--- src/sv/bvm_pkg.sv ---
// bvm_pkg: shared types and constants for the battery voltage monitor.
// Used by bvm_ctrl, bvm_div, bvm_datapath and battery_voltage_monitor.
`default_nettype none
package bvm_pkg;

  localparam int unsigned CAL_W   = 12;
  localparam int unsigned MV_W    = 16;
  localparam int unsigned RES_W   = 10;
  localparam int unsigned CNT_W   = 12;
  localparam int unsigned PCT_W   = 7;
  localparam int unsigned SUP_W   = 24;  // 3300 * 4095 fits in 24 bits
  localparam int unsigned MS_W    = 36;  // sense * supply
  localparam int unsigned NUM_W   = 47;  // sense * supply * (top + bottom)
  localparam int unsigned DEN_W   = 22;  // 4095 * bottom
  localparam int unsigned SUM_W   = 11;
  localparam int unsigned STEP_W  = 5;

  localparam logic [CAL_W-1:0]  CAL_MV        = 12'd3300;
  localparam logic [CNT_W-1:0]  ADC_FULL      = 12'd4095;
  localparam logic [MV_W-1:0]   LEVEL_LOW_MV  = 16'd3000;
  localparam logic [MV_W-1:0]   LEVEL_HIGH_MV = 16'd3600;
  localparam logic [MV_W-1:0]   MV_MAX        = 16'hFFFF;
  localparam logic [PCT_W-1:0]  PCT_FULL      = 7'd100;
  // floor(d / 6) == (d * 683) >> 12 for d < 600
  localparam logic [9:0]        LEVEL_RECIP   = 10'd683;
  localparam int unsigned       LEVEL_SHIFT   = 12;

  localparam logic [STEP_W-1:0] DIV1_LAST = 5'd23;
  localparam logic [STEP_W-1:0] DIV2_LAST = 5'd15;

  localparam logic [RES_W-1:0]  TOP_RESET    = 10'd120;
  localparam logic [RES_W-1:0]  BOTTOM_RESET = 10'd300;

  typedef enum logic [1:0] {
    CFG_REF_CAL    = 2'd0,
    CFG_MIN_TX     = 2'd1,
    CFG_DIV_TOP    = 2'd2,
    CFG_DIV_BOTTOM = 2'd3
  } cfg_idx_e;

  typedef enum logic [1:0] {
    MV_SEL_CHECK,
    MV_SEL_CACHE,
    MV_SEL_SAT,
    MV_SEL_QUOT
  } mv_sel_e;

  typedef enum logic [2:0] {
    S_IDLE,
    S_PREP,
    S_DIV1,
    S_MULS,
    S_MULT,
    S_SAT,
    S_DIV2,
    S_FIN
  } state_e;

  typedef struct packed {
    logic    capture;
    logic    div1_init;
    logic    div2_init;
    logic    div_step;
    logic    mul_sense;
    logic    mul_num;
    logic    load_out;
    mv_sel_e mv_sel;
  } cmd_t;

  typedef struct packed {
    logic mode;
    logic zero_count;
    logic sat;
    logic out_free;
  } status_t;

endpackage
`default_nettype wire

--- src/sv/bvm_ctrl.sv ---
// bvm_ctrl: sequencer for one battery transaction.
// Depends on bvm_pkg; drives bvm_datapath through cmd_t, reads status_t.
`default_nettype none
module bvm_ctrl (
  input  wire                clk_i,
  input  wire                rst_ni,
  input  wire                in_valid_i,
  output logic               in_ready_o,
  input  bvm_pkg::status_t   status_i,
  output bvm_pkg::cmd_t      cmd_o
);

  bvm_pkg::state_e                state_q, state_d;
  bvm_pkg::mv_sel_e               sel_q, sel_d;
  logic [bvm_pkg::STEP_W-1:0]     step_q, step_d;

  always_ff @(posedge clk_i or negedge rst_ni) begin
    if (!rst_ni) begin
      state_q <= bvm_pkg::S_IDLE;
      sel_q   <= bvm_pkg::MV_SEL_CHECK;
      step_q  <= '0;
    end else begin
      state_q <= state_d;
      sel_q   <= sel_d;
      step_q  <= step_d;
    end
  end

  always_comb begin
    state_d    = state_q;
    sel_d      = sel_q;
    step_d     = step_q;
    in_ready_o = 1'b0;
    cmd_o      = '0;
    cmd_o.mv_sel = sel_q;
    unique case (state_q)
      bvm_pkg::S_IDLE: begin
        in_ready_o = 1'b1;
        if (in_valid_i) begin
          cmd_o.capture = 1'b1;
          state_d = bvm_pkg::S_PREP;
        end
      end
      bvm_pkg::S_PREP: begin
        step_d = '0;
        if (status_i.mode) begin
          sel_d   = bvm_pkg::MV_SEL_CHECK;
          state_d = bvm_pkg::S_FIN;
        end else if (status_i.zero_count) begin
          sel_d   = bvm_pkg::MV_SEL_CACHE;
          state_d = bvm_pkg::S_FIN;
        end else begin
          sel_d   = bvm_pkg::MV_SEL_QUOT;
          cmd_o.div1_init = 1'b1;
          state_d = bvm_pkg::S_DIV1;
        end
      end
      bvm_pkg::S_DIV1: begin
        cmd_o.div_step = 1'b1;
        step_d = step_q + 1'b1;
        if (step_q == bvm_pkg::DIV1_LAST) begin
          state_d = bvm_pkg::S_MULS;
        end
      end
      bvm_pkg::S_MULS: begin
        cmd_o.mul_sense = 1'b1;
        state_d = bvm_pkg::S_MULT;
      end
      bvm_pkg::S_MULT: begin
        cmd_o.mul_num = 1'b1;
        state_d = bvm_pkg::S_SAT;
      end
      bvm_pkg::S_SAT: begin
        step_d = '0;
        if (status_i.sat) begin
          sel_d   = bvm_pkg::MV_SEL_SAT;
          state_d = bvm_pkg::S_FIN;
        end else begin
          cmd_o.div2_init = 1'b1;
          state_d = bvm_pkg::S_DIV2;
        end
      end
      bvm_pkg::S_DIV2: begin
        cmd_o.div_step = 1'b1;
        step_d = step_q + 1'b1;
        if (step_q == bvm_pkg::DIV2_LAST) begin
          state_d = bvm_pkg::S_FIN;
        end
      end
      bvm_pkg::S_FIN: begin
        if (status_i.out_free) begin
          cmd_o.load_out = 1'b1;
          state_d = bvm_pkg::S_IDLE;
        end
      end
      default: begin
        state_d = bvm_pkg::S_IDLE;
      end
    endcase
  end

endmodule
`default_nettype wire

--- src/sv/bvm_div.sv ---
// bvm_div: shared restoring divider, one quotient bit per step.
// Depends on bvm_pkg; quotient bits shift into the low end of dvd_o.
`default_nettype none
module bvm_div (
  input  wire                              clk_i,
  input  wire                              init_i,
  input  wire                              step_i,
  input  wire  [bvm_pkg::DEN_W-1:0]        init_rem_i,
  input  wire  [bvm_pkg::NUM_W-1:0]        init_dvd_i,
  input  wire  [bvm_pkg::DEN_W-1:0]        divisor_i,
  output logic [bvm_pkg::NUM_W-1:0]        dvd_o
);

  logic [bvm_pkg::DEN_W-1:0] rem_q, rem_d;
  logic [bvm_pkg::NUM_W-1:0] dvd_q, dvd_d;
  logic [bvm_pkg::DEN_W-1:0] div_q, div_d;
  logic [bvm_pkg::DEN_W:0]   trial;
  logic [bvm_pkg::DEN_W:0]   diff;
  logic                      ge;

  assign trial = {rem_q, dvd_q[bvm_pkg::NUM_W-1]};
  assign ge    = trial >= {1'b0, div_q};
  assign diff  = trial - {1'b0, div_q};

  always_comb begin
    rem_d = rem_q;
    dvd_d = dvd_q;
    div_d = div_q;
    if (init_i) begin
      rem_d = init_rem_i;
      dvd_d = init_dvd_i;
      div_d = divisor_i;
    end else if (step_i) begin
      rem_d = ge ? diff[bvm_pkg::DEN_W-1:0] : trial[bvm_pkg::DEN_W-1:0];
      dvd_d = {dvd_q[bvm_pkg::NUM_W-2:0], ge};
    end
  end

  always_ff @(posedge clk_i) begin
    rem_q <= rem_d;
    dvd_q <= dvd_d;
    div_q <= div_d;
  end

  assign dvd_o = dvd_q;

endmodule
`default_nettype wire

--- src/sv/bvm_datapath.sv ---
// bvm_datapath: config registers, operand capture, multipliers, divider,
// stored reading and output register. Depends on bvm_pkg and bvm_div.
`default_nettype none
module bvm_datapath (
  input  wire                            clk_i,
  input  wire                            rst_ni,
  input  wire                            cfg_we_i,
  input  wire  [1:0]                     cfg_idx_i,
  input  wire  [bvm_pkg::MV_W-1:0]       cfg_wdata_i,
  input  wire                            mode_i,
  input  wire  [bvm_pkg::CNT_W-1:0]      ref_count_i,
  input  wire  [bvm_pkg::CNT_W-1:0]      sense_count_i,
  input  wire  [bvm_pkg::MV_W-1:0]       check_mv_i,
  input  bvm_pkg::cmd_t                  cmd_i,
  output bvm_pkg::status_t               status_o,
  output logic                           out_valid_o,
  input  wire                            out_ready_i,
  output logic [bvm_pkg::MV_W-1:0]       battery_mv_o,
  output logic [bvm_pkg::PCT_W-1:0]      level_pct_o,
  output logic                           tx_allowed_o,
  output logic                           used_cached_o
);

  logic [bvm_pkg::CAL_W-1:0] cal_q;
  logic [bvm_pkg::MV_W-1:0]  min_tx_q;
  logic [bvm_pkg::RES_W-1:0] top_q;
  logic [bvm_pkg::RES_W-1:0] bottom_q;
  logic [bvm_pkg::MV_W-1:0]  last_good_q;
  logic                      out_valid_q;

  logic                      mode_q;
  logic [bvm_pkg::CNT_W-1:0] ref_q;
  logic [bvm_pkg::CNT_W-1:0] sense_q;
  logic [bvm_pkg::MV_W-1:0]  check_q;
  logic [bvm_pkg::MS_W-1:0]  ms_q;
  logic [bvm_pkg::NUM_W-1:0] num_q;
  logic [bvm_pkg::DEN_W-1:0] den_q;

  logic [bvm_pkg::MV_W-1:0]  mv_q;
  logic [bvm_pkg::PCT_W-1:0] pct_q;
  logic                      tx_q;
  logic                      cached_q;

  logic [bvm_pkg::SUP_W-1:0] cal_prod;
  logic [bvm_pkg::SUM_W-1:0] res_sum;
  logic [bvm_pkg::NUM_W-1:0] dvd;
  logic                      div_init;
  logic [bvm_pkg::DEN_W-1:0] init_rem;
  logic [bvm_pkg::NUM_W-1:0] init_dvd;
  logic [bvm_pkg::DEN_W-1:0] init_div;

  logic [bvm_pkg::MV_W-1:0]  mv_d;
  logic [bvm_pkg::PCT_W-1:0] pct_d;
  logic                      tx_d;
  logic                      store_good;
  logic [9:0]                lvl_off;
  logic [19:0]               lvl_prod;

  always_ff @(posedge clk_i or negedge rst_ni) begin
    if (!rst_ni) begin
      cal_q    <= '0;
      min_tx_q <= '0;
      top_q    <= bvm_pkg::TOP_RESET;
      bottom_q <= bvm_pkg::BOTTOM_RESET;
    end else if (cfg_we_i) begin
      unique case (bvm_pkg::cfg_idx_e'(cfg_idx_i))
        bvm_pkg::CFG_REF_CAL:    cal_q    <= cfg_wdata_i[bvm_pkg::CAL_W-1:0];
        bvm_pkg::CFG_MIN_TX:     min_tx_q <= cfg_wdata_i;
        bvm_pkg::CFG_DIV_TOP:    top_q    <= cfg_wdata_i[bvm_pkg::RES_W-1:0];
        bvm_pkg::CFG_DIV_BOTTOM: bottom_q <= cfg_wdata_i[bvm_pkg::RES_W-1:0];
        default: ;
      endcase
    end
  end

  always_ff @(posedge clk_i) begin
    if (cmd_i.capture) begin
      mode_q  <= mode_i;
      ref_q   <= ref_count_i;
      sense_q <= sense_count_i;
      check_q <= check_mv_i;
    end
  end

  // Supply = 3300 * cal / ref, battery = sense * supply * sum / (4095 * bottom)
  assign cal_prod = bvm_pkg::SUP_W'(cal_q) * bvm_pkg::SUP_W'(bvm_pkg::CAL_MV);
  assign res_sum  = bvm_pkg::SUM_W'(top_q) + bvm_pkg::SUM_W'(bottom_q);

  always_ff @(posedge clk_i) begin
    if (cmd_i.mul_sense) begin
      ms_q <= bvm_pkg::MS_W'(sense_q) * bvm_pkg::MS_W'(dvd[bvm_pkg::SUP_W-1:0]);
    end
    if (cmd_i.mul_num) begin
      num_q <= bvm_pkg::NUM_W'(ms_q) * bvm_pkg::NUM_W'(res_sum);
      den_q <= bvm_pkg::DEN_W'(bottom_q) * bvm_pkg::DEN_W'(bvm_pkg::ADC_FULL);
    end
  end

  assign div_init = cmd_i.div1_init | cmd_i.div2_init;

  always_comb begin
    if (cmd_i.div2_init) begin
      // num < den << 16 here, so the upper remainder fits in DEN_W bits
      init_rem = num_q[bvm_pkg::DEN_W+bvm_pkg::MV_W-1:bvm_pkg::MV_W];
      init_dvd = {num_q[bvm_pkg::MV_W-1:0], (bvm_pkg::NUM_W-bvm_pkg::MV_W)'(0)};
      init_div = den_q;
    end else begin
      init_rem = '0;
      init_dvd = {cal_prod, (bvm_pkg::NUM_W-bvm_pkg::SUP_W)'(0)};
      init_div = bvm_pkg::DEN_W'(ref_q);
    end
  end

  bvm_div u_div (
    .clk_i      (clk_i),
    .init_i     (div_init),
    .step_i     (cmd_i.div_step),
    .init_rem_i (init_rem),
    .init_dvd_i (init_dvd),
    .divisor_i  (init_div),
    .dvd_o      (dvd)
  );

  assign status_o.mode       = mode_q;
  assign status_o.zero_count = (ref_q == '0) || (sense_q == '0);
  assign status_o.sat        = num_q >= {(bvm_pkg::NUM_W-bvm_pkg::DEN_W-bvm_pkg::MV_W)'(0),
                                         den_q, bvm_pkg::MV_W'(0)};
  assign status_o.out_free   = !out_valid_q || out_ready_i;

  always_comb begin
    store_good = 1'b0;
    unique case (cmd_i.mv_sel)
      bvm_pkg::MV_SEL_CHECK: mv_d = check_q;
      bvm_pkg::MV_SEL_CACHE: mv_d = last_good_q;
      bvm_pkg::MV_SEL_SAT: begin
        mv_d = bvm_pkg::MV_MAX;
        store_good = 1'b1;
      end
      bvm_pkg::MV_SEL_QUOT: begin
        mv_d = dvd[bvm_pkg::MV_W-1:0];
        store_good = 1'b1;
      end
      default: mv_d = check_q;
    endcase
  end

  assign lvl_off  = 10'(mv_d - bvm_pkg::LEVEL_LOW_MV);
  assign lvl_prod = 20'(lvl_off) * 20'(bvm_pkg::LEVEL_RECIP);

  always_comb begin
    if (mv_d >= bvm_pkg::LEVEL_HIGH_MV) begin
      pct_d = bvm_pkg::PCT_FULL;
    end else if (mv_d <= bvm_pkg::LEVEL_LOW_MV) begin
      pct_d = '0;
    end else begin
      pct_d = lvl_prod[bvm_pkg::LEVEL_SHIFT+bvm_pkg::PCT_W-1:bvm_pkg::LEVEL_SHIFT];
    end
  end

  assign tx_d = (min_tx_q == '0) || (mv_d == '0) || (mv_d >= min_tx_q);

  always_ff @(posedge clk_i or negedge rst_ni) begin
    if (!rst_ni) begin
      out_valid_q <= 1'b0;
      last_good_q <= '0;
    end else begin
      if (cmd_i.load_out) begin
        out_valid_q <= 1'b1;
      end else if (out_ready_i) begin
        out_valid_q <= 1'b0;
      end
      if (cmd_i.load_out && store_good) begin
        last_good_q <= mv_d;
      end
    end
  end

  always_ff @(posedge clk_i) begin
    if (cmd_i.load_out) begin
      mv_q     <= mv_d;
      pct_q    <= pct_d;
      tx_q     <= tx_d;
      cached_q <= (cmd_i.mv_sel == bvm_pkg::MV_SEL_CACHE);
    end
  end

  assign out_valid_o   = out_valid_q;
  assign battery_mv_o  = mv_q;
  assign level_pct_o   = pct_q;
  assign tx_allowed_o  = tx_q;
  assign used_cached_o = cached_q;

endmodule
`default_nettype wire

--- src/sv/battery_voltage_monitor.sv ---
// battery_voltage_monitor: top level, ratiometric battery voltage monitor.
// Depends on bvm_pkg, bvm_ctrl, bvm_datapath (with bvm_div).
//
// Input channel (in_valid_i/in_ready_o): one transaction carries mode, the
// reference and divider-tap ADC counts and a millivolt value for check mode.
// Output channel (out_valid_o/out_ready_i): one transaction per input with
// battery_mv, level_pct, tx_allowed and used_cached.
// Config: cfg_we_i writes cfg_wdata_i to register cfg_idx_i;
// write only while no transaction is in flight.
// Check mode and a zero count go straight to the output stage; otherwise the
// measure path runs the shared one-bit-per-cycle divider: 24 steps for the
// supply and 16 for the battery reading, and a saturated reading skips the
// second division. A new input can be taken in the cycle after the result
// is loaded, so the block works on one transaction at a time.
// A finished result waits in the output register; the next input is taken
// meanwhile, and the block holds its result until out_ready_i frees it.
// Reset clears the stored reading to 0 and loads the register defaults.
`default_nettype none
module battery_voltage_monitor (
  input  wire                          clk_i,
  input  wire                          rst_ni,
  input  wire                          cfg_we_i,
  input  wire  [1:0]                   cfg_idx_i,
  input  wire  [bvm_pkg::MV_W-1:0]     cfg_wdata_i,
  input  wire                          in_valid_i,
  output logic                         in_ready_o,
  input  wire                          mode_i,
  input  wire  [bvm_pkg::CNT_W-1:0]    ref_count_i,
  input  wire  [bvm_pkg::CNT_W-1:0]    sense_count_i,
  input  wire  [bvm_pkg::MV_W-1:0]     check_mv_i,
  output logic                         out_valid_o,
  input  wire                          out_ready_i,
  output logic [bvm_pkg::MV_W-1:0]     battery_mv_o,
  output logic [bvm_pkg::PCT_W-1:0]    level_pct_o,
  output logic                         tx_allowed_o,
  output logic                         used_cached_o
);

  bvm_pkg::cmd_t    cmd;
  bvm_pkg::status_t status;

  bvm_ctrl u_ctrl (
    .clk_i      (clk_i),
    .rst_ni     (rst_ni),
    .in_valid_i (in_valid_i),
    .in_ready_o (in_ready_o),
    .status_i   (status),
    .cmd_o      (cmd)
  );

  bvm_datapath u_dp (
    .clk_i         (clk_i),
    .rst_ni        (rst_ni),
    .cfg_we_i      (cfg_we_i),
    .cfg_idx_i     (cfg_idx_i),
    .cfg_wdata_i   (cfg_wdata_i),
    .mode_i        (mode_i),
    .ref_count_i   (ref_count_i),
    .sense_count_i (sense_count_i),
    .check_mv_i    (check_mv_i),
    .cmd_i         (cmd),
    .status_o      (status),
    .out_valid_o   (out_valid_o),
    .out_ready_i   (out_ready_i),
    .battery_mv_o  (battery_mv_o),
    .level_pct_o   (level_pct_o),
    .tx_allowed_o  (tx_allowed_o),
    .used_cached_o (used_cached_o)
  );

endmodule
`default_nettype wire
--- config.mk ---
export PLATFORM = sky130hd
export DESIGN_NAME = battery_voltage_monitor
export DESIGN_NICKNAME = d
export VERILOG_FILES = /design/src/sv/bvm_pkg.sv /design/src/sv/bvm_ctrl.sv /design/src/sv/bvm_div.sv /design/src/sv/bvm_datapath.sv /design/src/sv/battery_voltage_monitor.sv
export SDC_FILE = /design/constraint.sdc
export NUM_CORES = 2
export LEC_CHECK = 0
export BUFFER_PORTS_ARGS = -buffer_cell sky130_fd_sc_hd__buf_2
export CORE_MARGIN = 4
export CORE_UTILIZATION = 40
export CTS_BUF_LIST = sky130_fd_sc_hd__clkbuf_4 sky130_fd_sc_hd__clkbuf_8
export CTS_CLUSTER_DIAMETER = 60
export DETAILED_ROUTE_END_ITERATION = 8
export GPL_ROUTABILITY_DRIVEN = 0
export PLACE_DENSITY = 0.62
export RECOVER_POWER = 50
export SKIP_LAST_GASP = 1
export SYNTH_ARGS = -nofsm -noshare
export SYNTH_HDL_FRONTEND = slang
export SYNTH_SLANG_ARGS = --single-unit
--- constraint.sdc ---
create_clock -name clk_i -period 10.6 [get_ports clk_i]
set_input_delay 0.53 -clock clk_i [delete_from_list [all_inputs] [get_ports clk_i]]
set_output_delay 0.53 -clock clk_i [all_outputs]
set_load 0.03 [all_outputs]
### After elaboration in Yosys (flattened, before gate mapping)

Cells that the tools add are included.

| storage, ports and cells | value |
|---|---|
| output and inout bits | 27 |
| bits of input ports | 64 |
| bits in registers | 337 |

| cells by class | value |
|---|---|
| bitwise gates (word level) | 1 |
| multipliers | 5 |
| add/subtract/negate cells | 4 |
| multiplexer cells | 39 |
| reductions and logical operators | 27 |
| order comparisons | 5 |
| eq/ne operators | 20 |

Operators with widths:

| kind | count |
|---|---|
| $mux 47 | 3 |
| $mux 22 | 4 |
| $pmux 16 s4 | 1 |
| $ge 47x38->1 | 1 |
| $mul 36x11->47 | 1 |
| $mul 12x24->36 | 1 |
| $logic_not 16->1 | 2 |
| $logic_not 12->1 | 2 |
| $pmux 3 s8 | 1 |
| $ge 23x22->1 | 1 |
| $mul 10x12->22 const B | 1 |
| $mul 12x10->22 const B | 1 |
| $sub 22x22->22 | 1 |
| $mul 10x10->19 const B | 1 |
| $mux 3 | 6 |
| $mux 1 | 17 |
| $ge 16x12->1 const B | 1 |
| $ge 16x16->1 | 1 |
| $le 16x12->1 const B | 1 |
| $eq 3x3->1 const B | 4 |
| $mux 12 | 1 |
| $add 10x10->11 | 1 |
| $pmux 5 s2 | 1 |
| $reduce_and 2->1 | 5 |
| 22 further kinds | 42 |

### Longest topological paths before layout

| depth | value |
|---|---|
| depth in word-level cells | 7 |
| mapped depth | 33 |

### Hierarchy

A second synthesis with hierarchy kept.

| unflattened totals | value |
|---|---|
| cell total of the unflattened synthesis | 4246 |
| area total of the unflattened synthesis | 42818.6 um^2 |

By module, submodules not included:

| module | area each (um^2) | instances | sequential area each (um^2) | cells an instance |
|---|---|---|---|---|
| bvm_datapath | 37004.2 | 1 | 6771.5 | 3755 |
| bvm_div | 5137.4 | 1 | 2732.6 | 418 |
| bvm_ctrl | 676.9 | 1 | 250.2 | 73 |

### Least setup slack after synthesis

OpenSTA, ideal clock, no wires.

| timing | value |
|---|---|
| path type | reg2reg |
| start point | register u_dp.bottom_q[0] in the netlist's numbering |
| end point | register u_dp.num_q[46] in the netlist's numbering, data pin |
| buffers on the path | 1 |
| setup time | 260 ps |
| path slack | 2531 ps |
| period minus slack after synthesis | 8069 ps |
| data arrival time | 7809 ps |
| stages on the path, launching flop included | 32 |
| data required time | 10340 ps |
| cells stage by stage | dfrtp_1 ha_1 fa_1 a21o_1 a21oi_1 o21bai_1 a21oi_1 nor2b_1 o21a_1 nor2_1 xnor2_1 clkbuf_1 nand2_1 fa_1 fa_1 inv_1 fa_1 fa_1 inv_1 fa_1 inv_1 ha_1 nand3_1 nor2_1 nor4_4 a211oi_1 o31a_1 o21ai_2 a31oi_1 a221o_1 a221oi_2 xnor2_1 |

| on the way | value |
|---|---|
| word-level cells in the longest chain between the ends | 2 |

RTL lines:

| item | RTL line | text |
|---|---|---|
| start, declared | bvm_datapath.sv:27 | `logic [bvm_pkg::RES_W-1:0] bottom_q;` |
| start signal, assigned | bvm_datapath.sv:64 | `bottom_q <= bvm_pkg::BOTTOM_RESET;` |
| start signal, assigned | bvm_datapath.sv:70 | `bvm_pkg::CFG_DIV_BOTTOM: bottom_q <= cfg_wdata_i[bvm_pkg::RES_W-1:0];` |
| $add 10x10->11 | bvm_datapath.sv:87 | `assign res_sum = bvm_pkg::SUM_W'(top_q) + bvm_pkg::SUM_W'(bottom_q);` |
| $mul 36x11->47 | bvm_datapath.sv:94 | `num_q <= bvm_pkg::NUM_W'(ms_q) * bvm_pkg::NUM_W'(res_sum);` |
| end signal, assigned | bvm_datapath.sv:94 |  |
| end, declared | bvm_datapath.sv:36 | `logic [bvm_pkg::NUM_W-1:0] num_q;` |

No other way between the ends.
A chain may end at the register's enable or synchronous reset.

### Worst setup path after layout

Ends and elaborated chain as after synthesis.

==> results.toml <==
[floorplan]
fp.dieW_um = 332
core_um2 = 104000
rows = 118
start_util = 0.405
dieArea_um2 = 110000
die_h_um = 332
num_io_pins = 91

[yosys]
synth_xor_area_frac = 0.0291
synthMuxAreaShare = 0.0237
synth_flop_cell = "edfxtp_1"
synth-edff-count = 262
synthArstFlopShare = 0.223
synth_area_um2 = 42100
avgSynthCellArea_um2 = 10.0
ys_seq_area_frac = 0.232
synthCells = 4206
yosys.cell_types.count = 74
post_synth_and_or_nand_nor_area_fraction = 0.136
synthAdderAreaFrac = 0.421
synth_top_family_by_area = "adder cells"
synth_compound_area_frac = 0.0766
ys_seq_elements = 337
synthesis.nets = 5313
yosysWarningCount = 0

[grt]
grt_max_degree = 71
grt_pass1_wl_mm = 165
grt_antenna_before_repair = 3
first_global_vias = 30500
grt_util_all_layers = 0.183
grt_overflow_total = 0

[route]
drc = 0
viasPerCell = 5.07
dr_total_vias = 28800
wl_per_cell_um = 17.4
drtAntennaViolNets = 0
drtPass1Iterations = 5
totalWireLength_mm = 98.8
drt_iter0_markers = 1550

[sta]
period_needed_ps = 8920
drv_slew = 232
clock.fmax_ghz = 0.112
setup-tns-final_ps = 0
worstMarginPinSlew_ps = 3820
setup_violations = 0
maxSlewHeadroom = -1.55
hold_viol = 0
grt_setup_unrepaired = "false"
fin_crit_sh = 0.841
skew_ps = 69.8

[cts]
cts_buffers = 59
clock_latency_ps = 710
cts.sinks = 337
h-tree-depth = 2
cts_root_buf = "clkbuf_8"
cts_resized = 0
cts_setup_buffers = 0
cts_tree = "yes"
cts.clk_slew.worst_paths_ps = 70
clockBufferDepth = 3

[finish]
finalNonFillerCells = 5680
area_growth_syn_to_layout_pct = 8.16
mostFrequentLayoutCells = "inv_1 (737), fa_1 (619), nand2_1 (521)"
final_layout_size_suffix_gt1_frac = 0.0677
nNetsFinal = 5356
layout_commonest_cell = "inv_1"

[setup_path]
critPathCaptureType = "flop"
reg2reg_depth = 32
critical_path.max_stage_delay_ps = 570
cp_common_cell = "fa_1"
worstPathRequired_ps = 10990
path_class = "flop to flop"
slowest_stage = "a21o_1"
cp.arrival_ps = 9310
worstPathMaxFanout = 36
start_kind = "flop"

[placement]
portBuffers = 90
dp.cells = 5524
post-dp-hpwl_mm = 77.4

[hold_path]
whs_path_depth = 2
worstHoldPathType = "primary input to flop"

[status]
violations = "capacitance limit, slew limit"
status = "finished, violations left"

[flow_run]
max_cap_viol_count = 5
==> area by class of cell <==
type	count	area (µm²)
tap	1380	1730
fill	10100	58400
multi-input combinational	2955	29000
sequential	337	9750
inverter	739	2770
timing repair buffer	157	990
clock inverter	38	335
clock buffer	73	936
antenna	1	2.50
==> repair_timing <==
item                       CTS  global route
hold endpoints to repair    55             0
hold buffers                44             0
setup endpoints to repair    0             0
==> metrics by stage <==
step	worst slack (ps)	instance area [µm²]	hold WS, ps	util
3_5_place_dp	1730	43900	401	0.422
2_1_floorplan	2530	42100	234	-
4_1_cts	1640	45600	7.27	0.439
5_1_grt	1080	45500	43.2	0.438
6_report	1680	45500	81.2	0.438
3_3_place_gp	1810	43900	399	0.422
==> kinds of logic after synthesis <==
kind of cell | Yosys count
simple gates | 1180
fa+ha+maj | 1043
buf+inv | 914
flops | 337
xor+xnor | 140
compound gates | 501
mux | 91
==> cells in the mapped netlist (7+ instances only) <==
cell        n  area share
inv_1     737       0.066
fa_1      620        0.29
nand2_1   521       0.046
ha_1      423        0.13
and2_1    310       0.046
edfxtp_1  262        0.19
a21oi_1   158       0.019
clkbuf_1  158       0.014
nor2_1    116       0.010
xnor2_1    93       0.019
o21ai_0    82      0.0098
mux2_2     68       0.018
dfrtp_1    67       0.040
a21o_1     55      0.0098
nand3_1    49      0.0058
xor2_1     47      0.0098
nor4_1     36      0.0054
nor2b_1    31      0.0046
nor3_1     30      0.0036
o21ai_1    27      0.0032
o21bai_1   24      0.0043
mux2i_1    23      0.0055
o21a_1     21      0.0037
nand4_1    20      0.0030
nand2b_1   19      0.0028
a211oi_1   18      0.0032
a31oi_1    14      0.0021
buf_2      13      0.0015
and3_1     11      0.0016
o31ai_1    11      0.0020
or3_1      10      0.0015
a221o_1     9      0.0021
or2_2       9      0.0013
dfstp_2     8      0.0050
o211ai_1    8      0.0014
a22oi_1     7      0.0012
==> worst max-delay path: cells and delay by family, from the launching register on <==
kind / cells / cell delay (ps)
xor gates and xnor gates: 1 / 90
buffers and inverters: 4 / 200
AOI/OAI and AO/OA: 13 / 3410
and+or+nand+nor: 6 / 1070
adders and majority gates: 8 / 3460
DFF: 1 / 390
==> flip-flops by register name, indices dropped and copies added (netlist names), 16 cells and up <==
name / count
u_dp.num_q: 47
u_dp.u_div.dvd_o: 47
u_dp.ms_q: 36
u_dp.den_q: 22
u_dp.u_div.div_q: 22
u_dp.u_div.rem_q: 22
u_dp.battery_mv_o: 16
u_dp.check_q: 16
u_dp.last_good_q: 16
u_dp.min_tx_q: 16
==> layer usage <==
metal / track usage / vias up / wire [µm]
met3: 0.0312 / 122 / 5750
met2: 0.288 / 684 / 44000
met1: 0.268 / 14400 / 47200
li1: - / 13600 / -
met5: 0 / - / 0
met4: 0.0394 / 0 / 1930
==> path summary, 6_finish.rpt <==
kind | startpoint | to | slack, ps
min in group asynchronous | rst_ni | u_dp.last_good_q[7]$_DFFE_PN0P_ | 440
max in group asynchronous | rst_ni | u_dp.cal_q[5]$_DFFE_PN0P_ | 6420
worst max register to register | u_dp.bottom_q[0]$_DFFE_PN0P_ | u_dp.num_q[46]$_DFFE_PP_ | 1680
worst max-delay path | u_dp.bottom_q[0]$_DFFE_PN0P_ | u_dp.num_q[46]$_DFFE_PP_ | 1680
worst min-delay path | cfg_wdata_i[14] | u_dp.min_tx_q[14]$_DFFE_PN0P_ | 80
worst min register to register | u_dp.last_good_q[3]$_DFFE_PN0P_ | u_dp.last_good_q[3]$_DFFE_PN0P_ | 490
Power is not shown: default switching activity piles up to over one toggle a cycle in this logic, so the estimate is an artifact.
